### src/rtl/nvbs_pkg.sv
package nvbs_pkg;

  localparam int unsigned DEPTH = 1024;
  localparam int unsigned IDX_W = 10;
  localparam int unsigned VAL_W = 32;
  localparam int unsigned CNT_W = 11;

  typedef enum logic {
    OP_WRITE = 1'b0,
    OP_QUERY = 1'b1
  } op_e;

  typedef enum logic [2:0] {
    S_IDLE,
    S_LO,
    S_HI,
    S_MID,
    S_PICK,
    S_OUT
  } state_e;

  // for a write word lo carries the table position
  typedef struct packed {
    op_e              op;
    logic [VAL_W-1:0] key;
    logic [IDX_W-1:0] lo;
    logic [IDX_W-1:0] hi;
  } item_t;

  // order-preserving unsigned key of a signed value
  function automatic logic [VAL_W-1:0] to_key(input logic signed [VAL_W-1:0] v);
    to_key = {~v[VAL_W-1], v[VAL_W-2:0]};
  endfunction

endpackage

### src/rtl/nvbs_fifo.sv
module nvbs_fifo (
  input  logic            clk_i,
  input  logic            rst_ni,
  input  logic            push_i,
  input  nvbs_pkg::item_t item_i,
  output logic            full_o,
  input  logic            pop_i,
  output logic            empty_o,
  output nvbs_pkg::item_t head_o
);

  nvbs_pkg::item_t slot_q [2];
  logic            wr_ptr_q;
  logic            rd_ptr_q;
  logic [1:0]      count_q;
  logic            do_push;
  logic            do_pop;

  assign full_o  = (count_q == 2'd2);
  assign empty_o = (count_q == 2'd0);
  assign head_o  = slot_q[rd_ptr_q];
  assign do_push = push_i & ~full_o;
  assign do_pop  = pop_i & ~empty_o;

  always_ff @(posedge clk_i) begin
    if (do_push) begin
      slot_q[wr_ptr_q] <= item_i;
    end
  end

  always_ff @(posedge clk_i or negedge rst_ni) begin
    if (!rst_ni) begin
      wr_ptr_q <= 1'b0;
      rd_ptr_q <= 1'b0;
      count_q  <= 2'd0;
    end else begin
      if (do_push) begin
        wr_ptr_q <= ~wr_ptr_q;
      end
      if (do_pop) begin
        rd_ptr_q <= ~rd_ptr_q;
      end
      case ({do_push, do_pop})
        2'b10:   count_q <= count_q + 2'd1;
        2'b01:   count_q <= count_q - 2'd1;
        default: count_q <= count_q;
      endcase
    end
  end

endmodule

### config.mk
export PLATFORM = sky130hd
export DESIGN_NAME = nvbs_fifo
export DESIGN_NICKNAME = d
export VERILOG_FILES = /design/src/rtl/nvbs_pkg.sv /design/src/rtl/nvbs_fifo.sv
export SDC_FILE = /design/constraint.sdc
export NUM_CORES = 1
export LEC_CHECK = 0
export ABC_AREA = 1
export BUFFER_PORTS_ARGS = -buffer_cell sky130_fd_sc_hd__buf_2
export CORE_ASPECT_RATIO = 0.7
export CORE_UTILIZATION = 57
export DETAILED_ROUTE_END_ITERATION = 7
export PLACE_DENSITY = 0.81
export SLEW_MARGIN = 20
export SYNTH_ARGS = -nofsm -noshare
export SYNTH_HDL_FRONTEND = slang
export SYNTH_SLANG_ARGS = --single-unit
export TNS_END_PERCENT = 20
### constraint.sdc
create_clock -name clk_i -period 7.4 [get_ports clk_i]
set_input_delay 1.85 -clock clk_i [delete_from_list [all_inputs] [get_ports clk_i]]
set_output_delay 1.85 -clock clk_i [all_outputs]
set_load 0.02 [all_outputs]
== Word-level counts from Yosys, hierarchy flattened ==
Memory sizes are Yosys's and may differ from the RTL's.
Cells that the tools add are included.

* Flip-flop bits (word level): 4
* RAM bits: 106
* Input port bits: 57
* Word-level logic and storage cells: 20
* Memories kept: 1

* $add $sub $neg: 2
* Equal/unequal tests: 3
* Mux-type cells: 3
* Bitwise logic cells: 6
* Reduce and logical (&&, ||, !) cells: 2

{| class="wikitable"
|+ Memories
! memory !! words !! bits a word !! rd ports !! clocked after memory_dff !! wr ports !! RTL line !! source
|-
| slot_q || 2 || 53 || 1 || 0 || 1 || nvbs_fifo.sv:12 || <nowiki>nvbs_pkg::item_t slot_q [2];</nowiki>
|}

{| class="wikitable"
|+ Operator list
! kind !! count
|-
| $eq A2 B2 Y1 const B || 2
|-
| $not A1 Y1 || 4
|-
| $pmux W2 S2 || 1
|-
| $add A2 B1 Y2 const B || 1
|-
| $and A1 B1 Y1 || 2
|-
| $eq A2 B1 Y1 const B || 1
|-
| $logic_not A2 Y1 || 1
|-
| $mux W1 || 2
|-
| $reduce_bool A2 Y1 || 1
|-
| $sub A2 B1 Y2 const B || 1
|}

== Longest topological paths before layout ==
Gate-level depths: netlist of the first run.

* Word-level depth: 5
* Mapped depth: 10
* Mapped depth without buffers: 10

== Least setup slack after synthesis of the first run ==
OpenSTA, ideal clock, no wires.

* Kind: input -> register
* Start: input push_i
* End: memory slot_q[1][0] in the netlist's numbering (enable)
* Library setup time: 0.464 ns
* Data arrival time: 4.137 ns
* Slack: 2.799 ns
* Stages on the path: 2
* Path through: o21ai_2 -> nor2_1

* Longest elaborated chain between the ends: 3

{| class="wikitable"
|+ RTL lines
! element !! RTL line !! source
|-
| start, declared || nvbs_fifo.sv:4 || <nowiki>input logic push_i,</nowiki>
|-
| $and A1 B1 Y1 || nvbs_fifo.sv:22 || <nowiki>assign do_push = push_i & ~full_o;</nowiki>
|-
| $mux W1 || nvbs_fifo.sv:26 || <nowiki>if (do_push) begin</nowiki>
|-
| $mux W1 (implied by the code) || nvbs_fifo.sv:27 || <nowiki>slot_q[wr_ptr_q] <= item_i;</nowiki>
|-
| end, declared || nvbs_fifo.sv:12 ||
|}

No other way between the ends.

==> results of run 1 <==
==> cell type report <==
cell class,instances,area [sq um]
Clock buffer,10,229
Clock inverter,5,36.3
Fill cell,546,2400
Inverter,10,52.6
Multi-Input combinational cell,178,1210
Sequential cell,110,3290
Tap cell,101,126
Timing Repair Buffer,112,563
==> logic make-up (layout without fill, tap and decap cells) <==
| group | count (synthesis) | count (layout) |
|---|---|---|
| xor+xnor | 1 | 1 |
| compound gates | 1 | 1 |
| buf+inv | 21 | 137 |
| flops | 110 | 110 |
| fa+ha+maj | 1 | 1 |
| simple gates | 175 | 175 |
==> cells in the mapped netlist, types with 2 or more instances <==
cell type and n:
nand2_2 51, buf_12 5, inv_1 7, dfrtp_1 4, nand2_4 50, clkbuf_4 4, nand3_1 3, edfxtp_1 106
inv_2 2, nand2_1 68
==> worst reg2reg max path, delay by kind of cell (launching register included) <==
family | cells | cell delay [ns]
DFF | 1 | 0.38
and+or+nand+nor | 2 | 0.19
buffers and inverters | 3 | 0.72
==> worst max path at each step <==
stage / slack [ns] / from / cells past startpoint / end
after global placement: 3.61 / rd_ptr_q$_DFFE_PN0P_ / 4 / head_o[45]
after global routing: 3.45 / rd_ptr_q$_DFFE_PN0P_ / 4 / head_o[45]
after detailed placement: 3.61 / rd_ptr_q$_DFFE_PN0P_ / 4 / head_o[45]
after floorplan: 2.80 / push_i / 2 / slot_q[1][0]$_DFFE_PP_
after CTS: 3.24 / rd_ptr_q$_DFFE_PN0P_ / 4 / head_o[45]
final: 3.56 / rd_ptr_q$_DFFE_PN0P_ / 4 / head_o[45]
==> stage by stage <==
step / worst slack (ns) / area, sq um / utilization / cells
after detailed placement: 3.61 / 5230 / 0.662 / 511
after global placement: 3.61 / 5230 / 0.662 / 511
after CTS: 3.24 / 5500 / 0.695 / 526
after global routing: 3.45 / 5500 / 0.696 / 526
after floorplan: 2.80 / 4680 / - / 309
final: 3.56 / 5500 / 0.696 / 526
==> registers in the layout, summed over array words and instances, names as in the netlist <==
signal and flops:
slot_q 106, count_q 2, rd_ptr_q 1, wr_ptr_q 1
==> metal layers <==
layer,vias up,GRT usage
met5,-,0
met4,0,0.0513
met3,9,0.0613
met2,83,0.296
met1,1188,0.231
li1,1251,-
==> report_power, final <==
| part | internal [mW] | switching (mW) | total (mW) |
|---|---|---|---|
| Combinational | 0.280 | 0.602 | 0.882 |
| Sequential | 0.856 | 0.114 | 0.971 |
| Clock | 0.227 | 0.200 | 0.427 |
==> impl_metrics.env, run 1 <==
export IMPL_synth_simple_area_share=0.250
export IMPL_cts_path_max_buffers=2
export IMPL_ys_ff_latch=110
export IMPL_synth_cells=309
export IMPL_synthesis_area_sq_um=4680
export IMPL_cts_setup_buffers=0
export IMPL_clock_fmax_mhz=261
export IMPL_clk_latency_ns=0.34
export IMPL_outcome="finished clean"
export IMPL_synth_warnings=0
export IMPL_dr_max_layer_used="met4"
export IMPL_startpoint_type="flip-flop"
export IMPL_hpwl_microns=4730
export IMPL_drive_gt1_frac=0.553
export IMPL_grt_start_max_net_pins=56
export IMPL_cts_tree="done"
export IMPL_synth_cell_types=19
export IMPL_hold_end="wr_ptr_q$_DFFE_PN0N_"
export IMPL_first_global_vias=2431
export IMPL_nets=479
export IMPL_cts_buffers_inserted=9
export IMPL_hold_path_startpoint="wr_ptr_q$_DFFE_PN0N_"
export IMPL_postRouteAntennaNets=0
export IMPL_place_congestion=0.760
export IMPL_slew_headroom=0.527
export IMPL_dr_wl_met2_microns=3560
export IMPL_finClkSkew_ns=0.00653
export IMPL_p_leak_nw=2.39
export IMPL_synth_xor_area_frac=0.00187
export IMPL_reg2regPathDepth=5
export IMPL_cp_required_ns=5.55
export IMPL_core_area_sq_um=7910
export IMPL_r2r_end="slot_q[0][48]$_DFFE_PP_"
export IMPL_initial_core_util=0.592
export IMPL_cts_max_level=3
export IMPL_wl_met1_microns=3250
export IMPL_async_flop_share=0.0364
export IMPL_setup_violations_final=0
export IMPL_synth_compound_area_share=0.00187
export IMPL_ys_flop_type="edfxtp_1"
export IMPL_period_needed_ns=3.84
export IMPL_drc=0
export IMPL_overflow=0
export IMPL_hold_class="flip-flop to flip-flop"
export IMPL_synth_nets=367
export IMPL_layout_commonest_cell="buf_2"
export IMPL_antenna_found_initial=0
export IMPL_yosysSeqAreaShare=0.701
export IMPL_maxCapViolCount=0
export IMPL_worst_path_most_repeated_cell="nand2_1"
export IMPL_synth_edff_count=106
export IMPL_muxShareOfSynthArea=0
export IMPL_peakVddDrop_v=0.000242
export IMPL_dr_pass1_iters=4
export IMPL_drt_wl_total_microns=7390
export IMPL_clockRootBuffer="clkbuf_16"
export IMPL_grtUsageTotal=0.182
export IMPL_max_stage_delay_ns=0.74
export IMPL_area_delta_synth_final_pct=17.5
export IMPL_cp_num_buf_inv=2
export IMPL_critPathMaxFanout=55
export IMPL_grt_setup_unrepaired="false"
export IMPL_synth_top_cell_area_share=0.680
export IMPL_power_density_nw_per_um2=414
export IMPL_crit_path_end_kind="primary output"
export IMPL_synth_top_family_by_area="simple AND/OR/NAND/NOR gates"
export IMPL_tightest_slew_ns=0.709
export IMPL_avgRoutedWirePerCell_microns=14.1
export IMPL_met3WireLength_microns=505
export IMPL_tns_ns=0
export IMPL_hold_path_cell_count=2
export IMPL_cts_hold_repair_buffers=0
export IMPL_cts_sinks=110
export IMPL_reg2reg_from="count_q[1]$_DFFE_PN0P_"
export IMPL_crit_slowest_cell="dfrtp_4"
export IMPL_min_period_over_period=0.519
export IMPL_postSynthAreaPerCell_sq_um=15.1
export IMPL_port_buffers=111
export IMPL_diodes=0
export IMPL_maxSlewViolCount=0
export IMPL_holdWs_ns=0.482
export IMPL_cts_resized=0
export IMPL_first_iter_violations=151
export IMPL_num_rows=27
export IMPL_worstSetupPathType="flip-flop to primary output"
export IMPL_dieHeight_microns=77.8
export IMPL_die_area_sq_um=8580
export IMPL_synthTopCellsByArea="edfxtp_1, nand2_4, nand2_2"
export IMPL_hold_viol=0
export IMPL_crit_chain="inv_12, nand2_1, nand2_1, buf_2"
export IMPL_synth_adder_area_share=0.00267
export IMPL_grt_pass1_wl_microns=11400
export IMPL_mostFrequentLayoutCells="buf_2, edfxtp_1, nand2_1"
export IMPL_die_x_microns=110
export IMPL_synth_area_leader_cell="edfxtp_1"
export IMPL_crit_family="flip-flops"
export IMPL_rrSetupSlack_ns=5.68
export IMPL_routed_via_count=2531
export IMPL_p_total_mw=2.28
export IMPL_drt_vias_per_instance=4.81
export IMPL_pin_count=112
export IMPL_cts_clk_slew_worst_paths_ns=0.06
export IMPL_critPathArrivalTime_ns=1.99
(Power assumes the default switching activity.)
==> run 2, diff against run 1 <==
--- a/config.mk
+++ b/config.mk
@@ -5,12 +5,12 @@
 export SDC_FILE = /design/constraint.sdc
 export NUM_CORES = 1
 export LEC_CHECK = 0
-export ABC_AREA = 1
+export ABC_AREA = 0
 export BUFFER_PORTS_ARGS = -buffer_cell sky130_fd_sc_hd__buf_2
 export CORE_ASPECT_RATIO = 0.7
-export CORE_UTILIZATION = 57
+export CORE_UTILIZATION = 52
 export DETAILED_ROUTE_END_ITERATION = 7
-export PLACE_DENSITY = 0.81
+export PLACE_DENSITY = 0.76
 export SLEW_MARGIN = 20
 export SYNTH_ARGS = -nofsm -noshare
 export SYNTH_HDL_FRONTEND = slang
==> constraint.sdc (replaced) <==
create_clock -name clk_i -period 3.7 [get_ports clk_i]
set_input_delay 0.925 -clock clk_i [delete_from_list [all_inputs] [get_ports clk_i]]
set_output_delay 0.925 -clock clk_i [all_outputs]
set_load 0.02 [all_outputs]
==> run 2 against run 1 <==
  * Count of clock-buffer cells in the layout unchanged
  * Critical endpoint unchanged
  * Global-route usage down 1.7 points
  * Sequential share of layout area up 3.6 points
  * Worst setup slack worse by 2.7 ns
  * Via count down 20%
  * Critical path depth down 1
==> impl_metrics.env, run 2 <==
export IMPL_drt_vias_per_instance=4.98
export IMPL_dr_pass1_iters=4
export IMPL_diodes=0
export IMPL_synth_cells=183
export IMPL_synth_cell_types=15
export IMPL_power_density_nw_per_um2=824
export IMPL_async_flop_share=0.0364
export IMPL_p_leak_nw=2.10
export IMPL_core_area_sq_um=7910
export IMPL_initial_core_util=0.540
export IMPL_synth_edff_count=106
export IMPL_min_period_over_period=0.772
export IMPL_worstSetupPathType="flip-flop to primary output"
export IMPL_routed_via_count=2033
export IMPL_die_area_sq_um=8590
export IMPL_tightest_slew_ns=0.699
export IMPL_synth_nets=241
export IMPL_ys_ff_latch=110
export IMPL_cts_resized=0
export IMPL_cts_hold_repair_buffers=0
export IMPL_outcome="finished clean"
export IMPL_maxCapViolCount=0
export IMPL_overflow=0
export IMPL_cts_tree="done"
export IMPL_hold_viol=0
export IMPL_synth_common_cells="edfxtp_1, mux2_4, buf_12"
export IMPL_synth_most_common_cell="edfxtp_1"
export IMPL_grtUsageTotal=0.165
export IMPL_drive_gt1_frac=0.603
export IMPL_antenna_found_initial=0
export IMPL_crit_slowest_cell="dfrtp_4"
export IMPL_tns_ns=0
export IMPL_mostFrequentLayoutCells="buf_2, edfxtp_1, mux2_4"
export IMPL_drt_wl_total_microns=6800
export IMPL_avgRoutedWirePerCell_microns=16.7
export IMPL_top_regs="slot_q: 106 flops, count_q: 2 flops"
export IMPL_setup_violations_final=0
export IMPL_hpwl_microns=4670
export IMPL_cts_max_level=3
export IMPL_grt_pass1_wl_microns=10000
export IMPL_startpoint_type="flip-flop"
export IMPL_cts_buffers_inserted=9
export IMPL_hold_class="primary input to async pin"
export IMPL_cts_setup_buffers=0
export IMPL_largest_reg_flops=106
export IMPL_clk_latency_ns=0.33
export IMPL_port_buffers=111
export IMPL_crit_family="flip-flops"
export IMPL_critPathMaxFanout=29
export IMPL_die_x_microns=110
export IMPL_postSynthAreaPerCell_sq_um=23.3
export IMPL_reg2reg_from="count_q[0]$_DFFE_PN0P_"
export IMPL_rrSetupSlack_ns=1.79
export IMPL_cts_clk_slew_worst_paths_ns=0.06
export IMPL_drc=0
export IMPL_pin_count=112
export IMPL_cts_sinks=110
export IMPL_synthTopCellsByArea="edfxtp_1, mux2_4, buf_12"
export IMPL_grt_setup_unrepaired="false"
export IMPL_synth_area_leader_cell="edfxtp_1"
export IMPL_period_needed_ns=2.86
export IMPL_cp_num_buf_inv=2
export IMPL_peakVddDrop_v=0.000639
export IMPL_layout_commonest_cell="buf_2"
export IMPL_cts_path_max_buffers=2
export IMPL_cp_required_ns=2.77
export IMPL_finClkSkew_ns=0.00419
export IMPL_crit_path_end_kind="primary output"
export IMPL_holdWs_ns=0.390
export IMPL_nets=361
export IMPL_synth_warnings=0
export IMPL_place_congestion=0.687
export IMPL_maxSlewViolCount=0
export IMPL_r2r_end="slot_q[0][34]$_DFFE_PP_"
export IMPL_crit_chain="buf_12, mux2_2, buf_2"
export IMPL_first_iter_violations=105
export IMPL_synthesis_area_sq_um=4270
export IMPL_ys_flop_type="edfxtp_1"
export IMPL_critPathArrivalTime_ns=1.93
export IMPL_reg2regPathDepth=4
export IMPL_area_delta_synth_final_pct=21.5
export IMPL_yosysSeqAreaShare=0.769
export IMPL_synth_top_cell_area_share=0.745
export IMPL_max_stage_delay_ns=0.75
export IMPL_clock_fmax_mhz=350
export IMPL_first_global_vias=2065
export IMPL_grt_start_max_net_pins=33
export IMPL_dieHeight_microns=77.8
export IMPL_num_rows=27
export IMPL_max_flop_register="slot_q"
export IMPL_slew_headroom=0.533
export IMPL_clockRootBuffer="clkbuf_16"
export IMPL_postRouteAntennaNets=0
run 2: cell types whose count changed in the layout (fill, tap and decap cells not counted), sizes merged, moves of 2 or more:
cell / delta
buf: +3
xnor2: +2
inv: -10
mux2: +53
nand2: -168
nand3: -3
xor2: +2
clkinv: +2
clkinvlp: -2
run 2: cell type report:
type                            count  area [sq um]
Clock buffer                       10           229
Clock inverter                      5          51.3
Fill cell                         559          2720
Inverter                            1          3.75
Multi-Input combinational cell     66           882
Sequential cell                   110          3290
Tap cell                          101           126
Timing Repair Buffer              115           611
run 2: how the worst max path moves through the flow:
stage	startpoint	endpoint	slack, ns	cells past startpoint
after floorplan	push_i	slot_q[0][0]$_DFFE_PP_	0.88	2
after detailed placement	rd_ptr_q$_DFFE_PN0P_	head_o[45]	1.18	3
after global routing	rd_ptr_q$_DFFE_PN0P_	head_o[46]	0.75	3
after global placement	rd_ptr_q$_DFFE_PN0P_	head_o[51]	1.19	3
after CTS	rd_ptr_q$_DFFE_PN0P_	head_o[45]	0.81	3
final	rd_ptr_q$_DFFE_PN0P_	head_o[45]	0.84	3
run 2: routing by layer:
layer | up-vias | wire length (microns) | part of all wire | GRT usage
li1 | 952 | - | - | -
met1 | 1003 | 3020 | 0.44 | 0.202
met2 | 74 | 3240 | 0.48 | 0.271
met3 | 4 | 515 | 0.076 | 0.0622
met4 | 0 | 23 | 0.0034 | 0.0513
met5 | - | 0 | 0 | 0
run 2: power by group:
part	total, mW	internal [mW]	switching (mW)	leakage [nW]
sequential	1.87	1.71	0.158	1.03
combinational	1.51	0.705	0.806	0.937
clock	0.900	0.516	0.383	0.136
total	4.28	2.93	1.35	2.10
run 2: logic make-up (layout without fill, tap and decap cells):
group                    Yosys count  after routing  share of synthesized area
flip-flops                       110            110                      0.769
AND/OR/NAND/NOR                    7              7                    0.00850
multiplexers                      53             53                      0.183
XOR/XNOR                           5              5                     0.0103
adder cells (fa/ha/maj)            1              1                    0.00293
buffers and inverters              7            131                     0.0269
run 2: metrics by stage:
step	total power, mW	cells	instance area [sq um]	util	setup WS, ns
floorplan	3.08	183	4270	-	0.879
global placement	3.40	393	4910	0.621	1.19
detailed placement	3.43	393	4910	0.621	1.18
CTS	4.33	408	5190	0.657	0.809
global route	4.48	408	5190	0.657	0.750
finish	4.28	408	5190	0.657	0.844
