File: src/rtl/nvbs_pkg.sv
package nvbs_pkg;

  localparam int unsigned DEPTH = 1024;
  localparam int unsigned IDX_W = 10;
  localparam int unsigned VAL_W = 32;
  localparam int unsigned CNT_W = 11;

  typedef enum logic {
    OP_WRITE = 1'b0,
    OP_QUERY = 1'b1
  } op_e;

  typedef enum logic [2:0] {
    S_IDLE,
    S_LO,
    S_HI,
    S_MID,
    S_PICK,
    S_OUT
  } state_e;

  // for a write word lo carries the table position
  typedef struct packed {
    op_e              op;
    logic [VAL_W-1:0] key;
    logic [IDX_W-1:0] lo;
    logic [IDX_W-1:0] hi;
  } item_t;

  // order-preserving unsigned key of a signed value
  function automatic logic [VAL_W-1:0] to_key(input logic signed [VAL_W-1:0] v);
    to_key = {~v[VAL_W-1], v[VAL_W-2:0]};
  endfunction

endpackage

File: src/rtl/nvbs_front.sv
module nvbs_front (
  input  logic                              clk_i,
  input  logic                              rst_ni,
  input  logic                              in_valid_i,
  output logic                              in_stall_o,
  input  logic                              cmd_i,
  input  logic [nvbs_pkg::IDX_W-1:0]        entry_index_i,
  input  logic signed [nvbs_pkg::VAL_W-1:0] entry_value_i,
  input  logic signed [nvbs_pkg::VAL_W-1:0] query_value_i,
  input  logic [nvbs_pkg::IDX_W-1:0]        low_bound_i,
  input  logic [nvbs_pkg::IDX_W-1:0]        high_bound_i,
  input  logic                              cfg_valid_i,
  output logic                              cfg_ready_o,
  input  logic [nvbs_pkg::CNT_W-1:0]        cfg_data_i,
  input  logic                              q_full_i,
  output logic                              q_push_o,
  output nvbs_pkg::item_t                   q_item_o
);

  logic [nvbs_pkg::CNT_W-1:0] entry_count_q;
  logic [nvbs_pkg::IDX_W-1:0] last_idx;
  logic [nvbs_pkg::IDX_W-1:0] hi_sel;

  always_ff @(posedge clk_i or negedge rst_ni) begin
    if (!rst_ni) begin
      entry_count_q <= nvbs_pkg::CNT_W'(1);
    end else if (cfg_valid_i) begin
      entry_count_q <= cfg_data_i;
    end
  end

  assign cfg_ready_o = 1'b1;

  // zero counts as one entry, counts past the table saturate
  always_comb begin
    if (entry_count_q == '0) begin
      last_idx = '0;
    end else if (entry_count_q > nvbs_pkg::CNT_W'(nvbs_pkg::DEPTH)) begin
      last_idx = nvbs_pkg::IDX_W'(nvbs_pkg::DEPTH - 1);
    end else begin
      last_idx = nvbs_pkg::IDX_W'(entry_count_q - nvbs_pkg::CNT_W'(1));
    end
  end

  assign hi_sel = (high_bound_i <= low_bound_i) ? last_idx : high_bound_i;

  always_comb begin
    q_item_o = '0;
    if (cmd_i == nvbs_pkg::OP_WRITE) begin
      q_item_o.op  = nvbs_pkg::OP_WRITE;
      q_item_o.key = nvbs_pkg::to_key(entry_value_i);
      q_item_o.lo  = entry_index_i;
    end else begin
      q_item_o.op  = nvbs_pkg::OP_QUERY;
      q_item_o.key = nvbs_pkg::to_key(query_value_i);
      q_item_o.lo  = (low_bound_i > last_idx) ? last_idx : low_bound_i;
      q_item_o.hi  = (hi_sel > last_idx) ? last_idx : hi_sel;
    end
  end

  assign in_stall_o = q_full_i;
  assign q_push_o   = in_valid_i & ~q_full_i;

endmodule

File: config.mk
export PLATFORM = sky130hd
export DESIGN_NAME = nvbs_front
export DESIGN_NICKNAME = d
export VERILOG_FILES = /design/src/rtl/nvbs_pkg.sv /design/src/rtl/nvbs_front.sv
export SDC_FILE = /design/constraint.sdc
export NUM_CORES = 1
export LEC_CHECK = 0
export BUFFER_PORTS_ARGS = -buffer_cell sky130_fd_sc_hd__buf_4
export CORE_MARGIN = 2
export CORE_UTILIZATION = 35
export DETAILED_ROUTE_END_ITERATION = 6
export HOLD_SLACK_MARGIN = 0.08
export PLACE_DENSITY_LB_ADDON = 0.15
export SYNTH_ARGS = -nofsm -noshare
export SYNTH_HDL_FRONTEND = slang
export SYNTH_SLANG_ARGS = --single-unit
export TNS_END_PERCENT = 1
File: constraint.sdc
create_clock -name clk_i -period 10.9 [get_ports clk_i]
set_input_delay 0 -clock clk_i [delete_from_list [all_inputs] [get_ports clk_i]]
set_output_delay 0 -clock clk_i [all_outputs]
set_load 0.02 [all_outputs]
# --- Word level (Yosys, flattened, before mapping) ---
# Cells that the tools add are included.
classes:
  n_addsub: 1
  muxes: 7
  n_bitwise: 4
  reduce_logical: 1
  order_cmp: 4
ops:
  columns: ["op", "count"]
  rows:
  - ["10-bit 2-to-1 mux", 6]
  - ["43-bit 2-to-1 mux", 1]
  - ["10-bit > comparator", 2]
  - ["11-bit > comparator, second input constant", 1]
  - ["11-bit zero test", 1]
  - ["10-bit less-or-equal comparator", 1]
  - ["10-bit by 1-bit subtractor with 10-bit output, second input constant", 1]
  - ["1-bit NOT", 3]
  - ["1-bit AND", 1]
totals:
  register_bits: 11
  wordCells: 18
  output_inout_bits: 56
  input_bits: 111

# --- Depth between registers and ports, before layout ---
# Gate-level depths: netlist (run 1).
logic_depth:
  depth_word: 7
  mapped_depth: 15
  mapped_depth_nobuf: 13

# --- Least setup slack after synthesis (run 1) ---
# OpenSTA, ideal clock, no wires.
synth_path:
  path_kind: "register -> output"
  start: "register entry_count_q[1] (netlist name)"
  end: "output port q_item_o[0] (netlist name)"
  stages_incl_launch_ff: 15
  path_slack_ns: 6.900
  t_arrival_ns: 4.000
  required_time_ns: 10.900
  cell_sequence: "dfrtp_1 -> inv_1 -> ha_1 -> or4b_1 -> buf_2 -> o41ai_2 -> o211ai_1 -> mux2_2 -> ha_1 -> and3_1 -> a221oi_1 -> nand3_1 -> a211oi_1 -> buf_1 -> mux2i_1"
synth_lines:
  columns: ["item", "line", "text"]
  rows:
  - ["from (decl)", "nvbs_front.sv:20", "logic [nvbs_pkg::CNT_W-1:0] entry_count_q;"]
  - ["from (signal assigned)", "nvbs_front.sv:26", "entry_count_q <= nvbs_pkg::CNT_W'(1);"]
  - ["from (signal assigned)", "nvbs_front.sv:28", "entry_count_q <= cfg_data_i;"]
  - ["to (decl)", "nvbs_front.sv:17", "output nvbs_pkg::item_t q_item_o"]

==> results of run 1 <==
critical path, delay by kind of cell (launching register included):
| family | cells | cell delay, ns |
|---|---|---|
| DFF | 1 | 0.38 |
| AOI/OAI and AO/OA | 5 | 2.31 |
| and+or+nand+nor | 1 | 0.60 |
| adders and majority gates | 2 | 0.47 |
| buffers and inverters | 2 | 0.28 |
| muxes | 2 | 0.60 |
power by group:
group / internal [mW] / switching (mW) / leakage (nW)
clock network: 0.0255 / 0.0135 / 0.0228
logic: 0.112 / 0.112 / 1.79
registers: 0.0452 / 0.00633 / 0.129
synthesized netlist by cell type (all sizes together) (2+ instances only):
library cell	number	area, um2
xnor2	2	17.52
mux2i	13	130.1
nand4	6	37.54
o211ai	3	22.52
o41ai	2	25.03
clkbuf	11	41.29
nand2	28	105.1
a21o	3	22.52
nor3	5	25.02
dfrtp	10	250.2
a2111oi	2	23.77
mux2	46	518.0
and3	3	18.77
and4	2	20.02
nor2b	2	12.51
buf	6	35.03
a21oi	14	70.07
o2bb2ai	8	70.07
o21ai	14	70.07
nand3	4	20.02
maj3	2	22.52
a211oi	7	52.55
and2	2	12.51
inv	28	105.1
o31ai	9	67.56
nor2	7	26.28
or4	3	26.27
nand2b	2	12.51
ha	31	387.9
or3	3	23.77
per-layer routing:
| metal | track usage, % | part of all wire [%] | up-vias |
|---|---|---|---|
| li1 | - | - | 1426 |
| met1 | 26.16 | 45 | 1276 |
| met2 | 34.98 | 50 | 77 |
| met3 | 2.275 | 5.1 | 6 |
| met4 | 2.557 | 0.49 | 0 |
| met5 | 0 | 0 | - |
cell families after synthesis:
kind of cell	Yosys count	share of synthesized area, %
compound gates	70	20.52
xor+xnor	2	0.7274
fa+ha+maj	33	17.04
buf+inv	46	7.688
flops	11	11.48
mux	59	26.91
other cells	1	0.1557
simple gates	71	15.48
timing repair:
item	in CTS	in global routing
endpoints found under the hold margin	22	0
hold buffers	13	0
endpoints found under the setup margin	0	0
through the flow:
stage	cell area (um2)	cells
2_1_floorplan	2409	293
3_3_place_gp	3676	521
3_5_place_dp	3676	521
4_1_cts	3851	538
5_1_grt	3851	538
6_report	3851	538
worst min path at each step:
| stage | from | to | slack (ns) | cells after the start |
|---|---|---|---|---|
| floorplan | rst_ni | entry_count_q[10] | -0.30 | 0 |
| global placement | rst_ni | entry_count_q[3] | -0.16 | 1 |
| detailed placement | rst_ni | entry_count_q[3] | -0.16 | 1 |
| CTS | cfg_valid_i | entry_count_q[9] | 0.09 | 2 |
| global route | cfg_valid_i | entry_count_q[9] | 0.1 | 2 |
| finish | cfg_valid_i | entry_count_q[9] | 0.08 | 2 |
layout make-up:
type	count	share of cell area (%)
inverter	29	2.827
multi-input combinational	236	50.68
tap	80	2.599
sequential	11	7.180
clock buffer	4	1.170
timing repair buffer	178	35.54
==> results.toml, run 1 <==
[pwr]
p_per_area_mw_per_mm2 = 81.68
total_power_mw = 0.3145
peakVddDrop_mv = 0.06642
leakagePower_nw = 1.941

[sta]
fmax_mhz = 205.1
worst_pin_slew_ns = 1.017
hold_ws_ns = 0.08259
skew_ns = 0
max-slew-margin-rel_pct = 31.37
setup_viol = 0
finalSetupTns_ns = 0
rsz0062_at_grt = "false"
hold_viol_final = 0
final-max-slew-violation-count = 0
fin_crit_sh_pct = 44.73
fin_ws_ns = 6.025
post-route-min-period_ns = 4.875

[clock_network]
cts_tree = "yes"
cts_root_buffer = "clkbuf_8"
postCtsSetupRepairBufs = 0
post_cts_resized = 0
path_clk_slew_ns = 0.05
ctsHtreeMaxLevel = 1
clk_latency_ns = 0.23
clock_path_buffers = 2
cts_buffers = 3
clock_sinks = 11

[drt]
vias = 2785
antenna_left = 0
via_per_inst = 5.177
drtIter0Drc = 55
drcViolationCount = 0
drtPass1Iterations = 4
routed_wl_um = 8181
wl_per_cell_um = 15.21

[critical_path]
crit_type = "reg -> out"
startpoint = "entry_count_q[0]"
critPathSlowestCell = "a211oi_2"
endpoint_kind = "output pin"
start_kind = "flop"
cp_cell_sequence = "inv_1, ha_1, or4b_1, o311ai_0, mux2_2, ha_1, a21o_1, a211oi_1, a41oi_1, a211oi_2, mux2i_1, buf_4"
reg2reg_slack_ns = 9.45
crit_fanout = 10
critPathMaxStageDelay_ns = 0.91
r2r_end = "entry_count_q[0]"
rr_worst_depth = 3
endpoint = "q_item_o[2]"
path_common_cell = "ha_1"
critPathArrivalTime_ns = 4.88
r2r_start = "entry_count_q[0]"
crit_required_ns = 10.90

[yosys]
yosys_warnings = 0
seq_area_frac_synth_pct = 11.48
syn_area_mm2 = 0.002409
synth-main-ff-cell = "dfrtp_1"
async_reset_ff_share_pct = 100.0
synth_edf_count = 0
syn_area_per_cell_um2 = 8.220
ys_ff_latch = 11
syn_nets = 435
synthesis.instances = 293
synth.distinct_cells = 52

[die]
io_pins = 167
rows = 30
core_mm2 = 0.006719
die_h_um = 86.96
start_util_pct = 35.85
die_area_mm2 = 0.007561
die_w_um = 86.96

[placed_design]
post-place-ws_ns = 6.340
portBuffers = 165
dp_hpwl_um = 6968
gp_congestion = 0.9203

[grt]
grt_pass1_vias = 2581
globalRouteTotalUtil_pct = 19.70
antenna_found_initial = 0
gr-total-overflow = 0
grt_max_degree = 66
grt_pass1_wl_um = 12160

[cells_and_area]
fin_nets = 601
mostFrequentLayoutCells = "buf_4, mux2_2, ha_1"
mostFrequentLayoutCell = "buf_4"
largest_register_ffs = 11
largest_register = "entry_count_q"
diodes = 0
area_growth_pct = 59.90
seq_area_um2 = 276.5
fin_util_pct = 57.32
multiInputGateArea_mm2 = 0.001952
drive_gt1_share_pct = 49.13
reg_top3 = "entry_count_q x11"
nFillCells = 649

[worst_hold_path]
hp-class = "in -> reg"

[status]
status = "finished clean"

[job]
drv_cap = 0
(Power assumes the default switching activity.)
==> run 2, diff against run 1 <==
==> constraint.sdc (replaced) <==
create_clock -name clk_i -period 4 [get_ports clk_i]
set_input_delay 0 -clock clk_i [delete_from_list [all_inputs] [get_ports clk_i]]
set_output_delay 0 -clock clk_i [all_outputs]
set_load 0.02 [all_outputs]
==> run 2 against run 1 <==
Compared with the run above:
- sequential share of layout area fell by 0.41 points
- power grew to 3.0 times the previous value
- clock power increased to 2.8 times the previous value
- wire length up 6.7%
- clock-buffer cell count stayed put
- critical endpoint is now q_item_o[7]
==> results.toml, run 2 (synthesis gave the netlist of run 1 again) <==
[drt]
antenna_left = 0
drtIter0Drc = 87
drcViolationCount = 0
routed_wl_um = 8731
wl_per_cell_um = 15.62
via_per_inst = 5.229
drtPass1Iterations = 4
vias = 2923

[sta]
fin_crit_sh_pct = 97.96
hold_viol_final = 0
worst_pin_slew_ns = 0.7187
fmax_mhz = 255.2
max-slew-margin-rel_pct = 52.08
setup_viol = 0
post-route-min-period_ns = 3.918
finalSetupTns_ns = 0
rsz0062_at_grt = "true"
skew_ns = 0
final-max-slew-violation-count = 0

[cells_and_area]
multiInputGateArea_mm2 = 0.002046
seq_area_um2 = 277.8
largest_register = "entry_count_q"
reg_top3 = "entry_count_q x11"
area_growth_pct = 70.34
mostFrequentLayoutCells = "buf_4, mux2_2, ha_1"
largest_register_ffs = 11
nFillCells = 603
diodes = 0
mostFrequentLayoutCell = "buf_4"
drive_gt1_share_pct = 53.86
fin_nets = 622
stdcell_count = 559

[placed_design]
dp_hpwl_um = 7071
portBuffers = 165
gp_congestion = 0.9365
placedCellCount = 531

[pwr]
leakagePower_nw = 2.064
p_per_area_mw_per_mm2 = 226.8
peakVddDrop_mv = 0.2466
total_power_mw = 0.9304

[critical_path]
crit_type = "reg -> out"
critPathSlowestCell = "or4b_4"
crit_buf_inv = 3
critPathMaxStageDelay_ns = 0.50
cp_top_family = "simple AND/OR/NAND/NOR gates"
start_kind = "flop"
cp_cell_sequence = "inv_2, ha_4, or4b_4, or3_4, maj3_2, mux2_2, ha_1, nor2b_1, o2111ai_1, nand3_1, a211oi_2, buf_4, mux2i_1, buf_4"
path_common_cell = "buf_4"
crit_required_ns = 4.00
endpoint_kind = "output pin"
crit_fanout = 5
critPathArrivalTime_ns = 3.92

[die]
rows = 30
die_w_um = 86.96
die_h_um = 86.96
io_pins = 167
die_area_mm2 = 0.007561
start_util_pct = 35.85
core_mm2 = 0.006719

[clock_network]
ctsHtreeMaxLevel = 1
clk_latency_ns = 0.23
cts_buffers = 3
cts_root_buffer = "clkbuf_8"
clock_path_buffers = 2
clock_sinks = 11
path_clk_slew_ns = 0.05
cts_tree = "yes"

[grt]
gr-total-overflow = 0
grt_pass1_vias = 2661
antenna_found_initial = 0
globalRouteTotalUtil_pct = 21.05
grt_pass1_wl_um = 12890
grt_max_degree = 66

[status]
status = "finished clean"

[job]
drv_cap = 0

[worst_hold_path]
hp-class = "in -> reg"
==> run 2: cell count changes in the layout (fill, tap and decap cells not counted), sizes merged <==
cell and change:
a2111o +1, buf +20
==> run 2: power by group <==
part	total, mW	switching, mW	internal, mW
combinational	0.680	0.331	0.349
sequential	0.143	0.0195	0.123
clock	0.108	0.0383	0.0697
total	0.930	0.388	0.542
==> run 2: routing by layer <==
metal  up-vias  track usage (%)  routed length (um)
met3         6            1.801                 429
li1       1481                -                   -
met5         -                0                   0
met1      1351            28.56                3905
met4         0            3.409                  36
met2        85            36.78                4360
==> run 2: stage by stage <==
stage               util, %  hold slack (ns)  cell area [um2]  worst slack (ns)
finish                61.06          0.09751             4103           0.08166
CTS                   59.83          0.08470             4020           0.01466
detailed placement    55.83          -0.1580             3751           0.01625
global placement      55.83          -0.1619             3751            0.1449
global route          61.06          0.09799             4103           -0.1019
floorplan                 -          -0.2956             2409       0.000001332
==> run 2: area by class of cell <==
type                       count  area share (%)
multi-input combinational    237           49.86
timing repair buffer         198           37.12
sequential                    11           6.770
inverter                      29           2.714
tap                           80           2.440
clock buffer                   4           1.098
==> run 2: repair_timing <==
item,CTS,global route
cloned,1,1
hold buffers,13,0
resized for setup,10,11
pin swaps,7,10
hold endpoints to repair,22,0
endpoints found under the setup margin,11,20
buffers inserted,6,3
==> run 2: worst paths after layout <==
kind                                        from                end  slack, ns  cells past startpoint
worst max-delay path            entry_count_q[1]        q_item_o[7]       0.08                     14
worst min-delay path                 cfg_valid_i   entry_count_q[9]        0.1                      2
worst max register to register  entry_count_q[0]   entry_count_q[0]       2.57                      3
worst min register to register  entry_count_q[1]   entry_count_q[1]       0.61                      2
max in group asynchronous                 rst_ni   entry_count_q[0]       3.64                      2
min in group asynchronous                 rst_ni  entry_count_q[10]       0.14                      2
==> run 2: worst register-to-register path: cells and delay by family (launching register included) <==
kind,cells,cell delay (ns)
buffers and inverters,2,0.63
AOI/OAI and AO/OA,1,0.17
DFF,1,0.57
==> run 3, diff against run 2 <==
--- a/config.mk
+++ b/config.mk
@@ -6,8 +6,10 @@
 export NUM_CORES = 1
 export LEC_CHECK = 0
 export BUFFER_PORTS_ARGS = -buffer_cell sky130_fd_sc_hd__buf_4
+export CORE_ASPECT_RATIO = 0.7
 export CORE_MARGIN = 2
 export CORE_UTILIZATION = 35
+export CTS_CLUSTER_SIZE = 14
 export DETAILED_ROUTE_END_ITERATION = 6
 export HOLD_SLACK_MARGIN = 0.08
 export PLACE_DENSITY_LB_ADDON = 0.15
==> constraint.sdc (replaced) <==
create_clock -name clk_i -period 4.49 [get_ports clk_i]
set_input_delay 0 -clock clk_i [delete_from_list [all_inputs] [get_ports clk_i]]
set_output_delay 0 -clock clk_i [all_outputs]
set_load 0.02 [all_outputs]
==> run 3 against run 2 <==
Compared with the run above:
- setup slack better by 0.098 ns
- sequential share of layout area is 0.24 points higher
- critical path depth is 1 lower
==> results.toml, run 3 (synthesis gave the netlist of run 1 again) <==
[status]
status = "finished clean"

[sta]
rsz0062_at_grt = "true"
fmax_mhz = 232.0
hold_ws_ns = 0.09227
skew_ns = 0
hold_viol_final = 0
fin_crit_sh_pct = 96.00
post-route-min-period_ns = 4.310
max-slew-margin-rel_pct = 38.18
worst_pin_slew_ns = 0.9239
final-max-slew-violation-count = 0
setup_viol = 0

[cells_and_area]
mostFrequentLayoutCells = "buf_4, mux2_2, ha_1"
drive_gt1_share_pct = 50.32
area_growth_pct = 63.79
largest_register_ffs = 11
reg_top3 = "entry_count_q x11"
mostFrequentLayoutCell = "buf_4"
multiInputGateArea_mm2 = 0.001972
seq_area_um2 = 276.5
fin_nets = 608
largest_register = "entry_count_q"
nFillCells = 630
diodes = 0

[placed_design]
dp_hpwl_um = 7187
portBuffers = 165
gp_congestion = 0.8931

[clock_network]
clock_sinks = 11
path_clk_slew_ns = 0.05
ctsHtreeMaxLevel = 1
cts_buffers = 3
clk_latency_ns = 0.24
cts_tree = "yes"
clock_path_buffers = 2
cts_root_buffer = "clkbuf_8"

[grt]
grt_pass1_vias = 2681
grt_max_degree = 66
grt_pass1_wl_um = 13070
antenna_found_initial = 0
gr-total-overflow = 0
globalRouteTotalUtil_pct = 21.57

[drt]
drtPass1Iterations = 4
vias = 2933
drcViolationCount = 0
routed_wl_um = 8787
wl_per_cell_um = 15.72
drtIter0Drc = 140
via_per_inst = 5.247
antenna_left = 0

[die]
rows = 25
io_pins = 167
die_w_um = 103.2
die_area_mm2 = 0.007572
core_mm2 = 0.006694
start_util_pct = 35.98
die_h_um = 73.41

[worst_hold_path]
hold_path_startpoint = "cfg_valid_i"
hold_end = "entry_count_q[9]"
holdPathStages = 2
hp-class = "in -> reg"

[critical_path]
crit_type = "reg -> out"
crit_required_ns = 4.49
endpoint_kind = "output pin"
r2r_start = "entry_count_q[0]"
rr_worst_depth = 3
startpoint = "entry_count_q[1]"
crit_fanout = 10
critPathArrivalTime_ns = 4.31
r2r_end = "entry_count_q[0]"
start_kind = "flop"
reg2reg_slack_ns = 3.08

[pwr]
total_power_mw = 0.7975
p_per_area_mw_per_mm2 = 202.2
leakagePower_nw = 1.986
peakVddDrop_mv = 0.09693

[job]
drv_cap = 0
-- run 3: cell types whose count changed in the layout (fill, tap and decap cells not counted), sizes merged --
cell,change
buf,-13
a2111o,-1
-- run 3: repair_timing --
action | in CTS | in global routing
buffers inserted | 0 | 5
gates resized for setup | 0 | 4
hold buffers | 13 | 0
endpoints found under the hold margin | 22 | 0
setup endpoints to repair | 0 | 13
-- run 3: report_power, final --
part	leakage [nW]	total (mW)	switching [mW]	internal, mW
Sequential	0.129	0.127	0.0175	0.110
Combinational	1.83	0.570	0.286	0.284
Clock	0.0228	0.100	0.0377	0.0624
-- run 3: how the worst max path moves through the flow --
stage,end,slack (ns),cells past startpoint
after floorplan,q_item_o[0],0.49,14
after global placement,q_item_o[6],0.41,14
after detailed placement,q_item_o[6],0.35,14
after CTS,q_item_o[6],0.04,14
after global routing,q_item_o[10],-0.02,12
final,q_item_o[6],0.18,13
-- run 3: layout make-up --
| type | instances | area share (%) |
|---|---|---|
| clock buffers | 4 | 1.142 |
| inverters | 29 | 2.759 |
| multi-input cells | 236 | 49.98 |
| flip-flops and latches | 11 | 7.009 |
| well taps | 94 | 2.981 |
| repair buffers | 185 | 36.12 |
-- run 3: routing by layer --
| layer | vias up | GRT usage, % | share of wire [%] |
|---|---|---|---|
| li1 | 1444 | - | - |
| met1 | 1384 | 31.27 | 45 |
| met2 | 101 | 35.57 | 48 |
| met3 | 4 | 3.045 | 6.5 |
| met4 | 0 | 1.462 | 0.28 |
| met5 | - | 0 | 0 |
-- run 3: stage by stage --
step           instances  utilization (%)  TNS [ns]  setup slack [ns]  area, um2
2_1_floorplan        293                -         0            0.4900       2409
3_3_place_gp         537            55.40         0            0.4096       3709
3_5_place_dp         537            55.40         0            0.3524       3709
4_1_cts              554            58.02         0           0.04304       3884
5_1_grt              559            58.93  -0.02343          -0.01830       3945
6_report             559            58.93         0            0.1797       3945
-- run 3: critical path, stage by stage (launching register included) --
cell      delay, ns
dfrtp_1        0.42
inv_1          0.10
ha_1           0.22
or4b_4         0.56
o311ai_0       0.76
mux2_2         0.29
ha_1           0.24
a21o_1         0.18
a211oi_1       0.25
a41oi_1        0.10
a211oi_2       0.27
buf_6          0.21
mux2i_1        0.28
buf_4          0.19
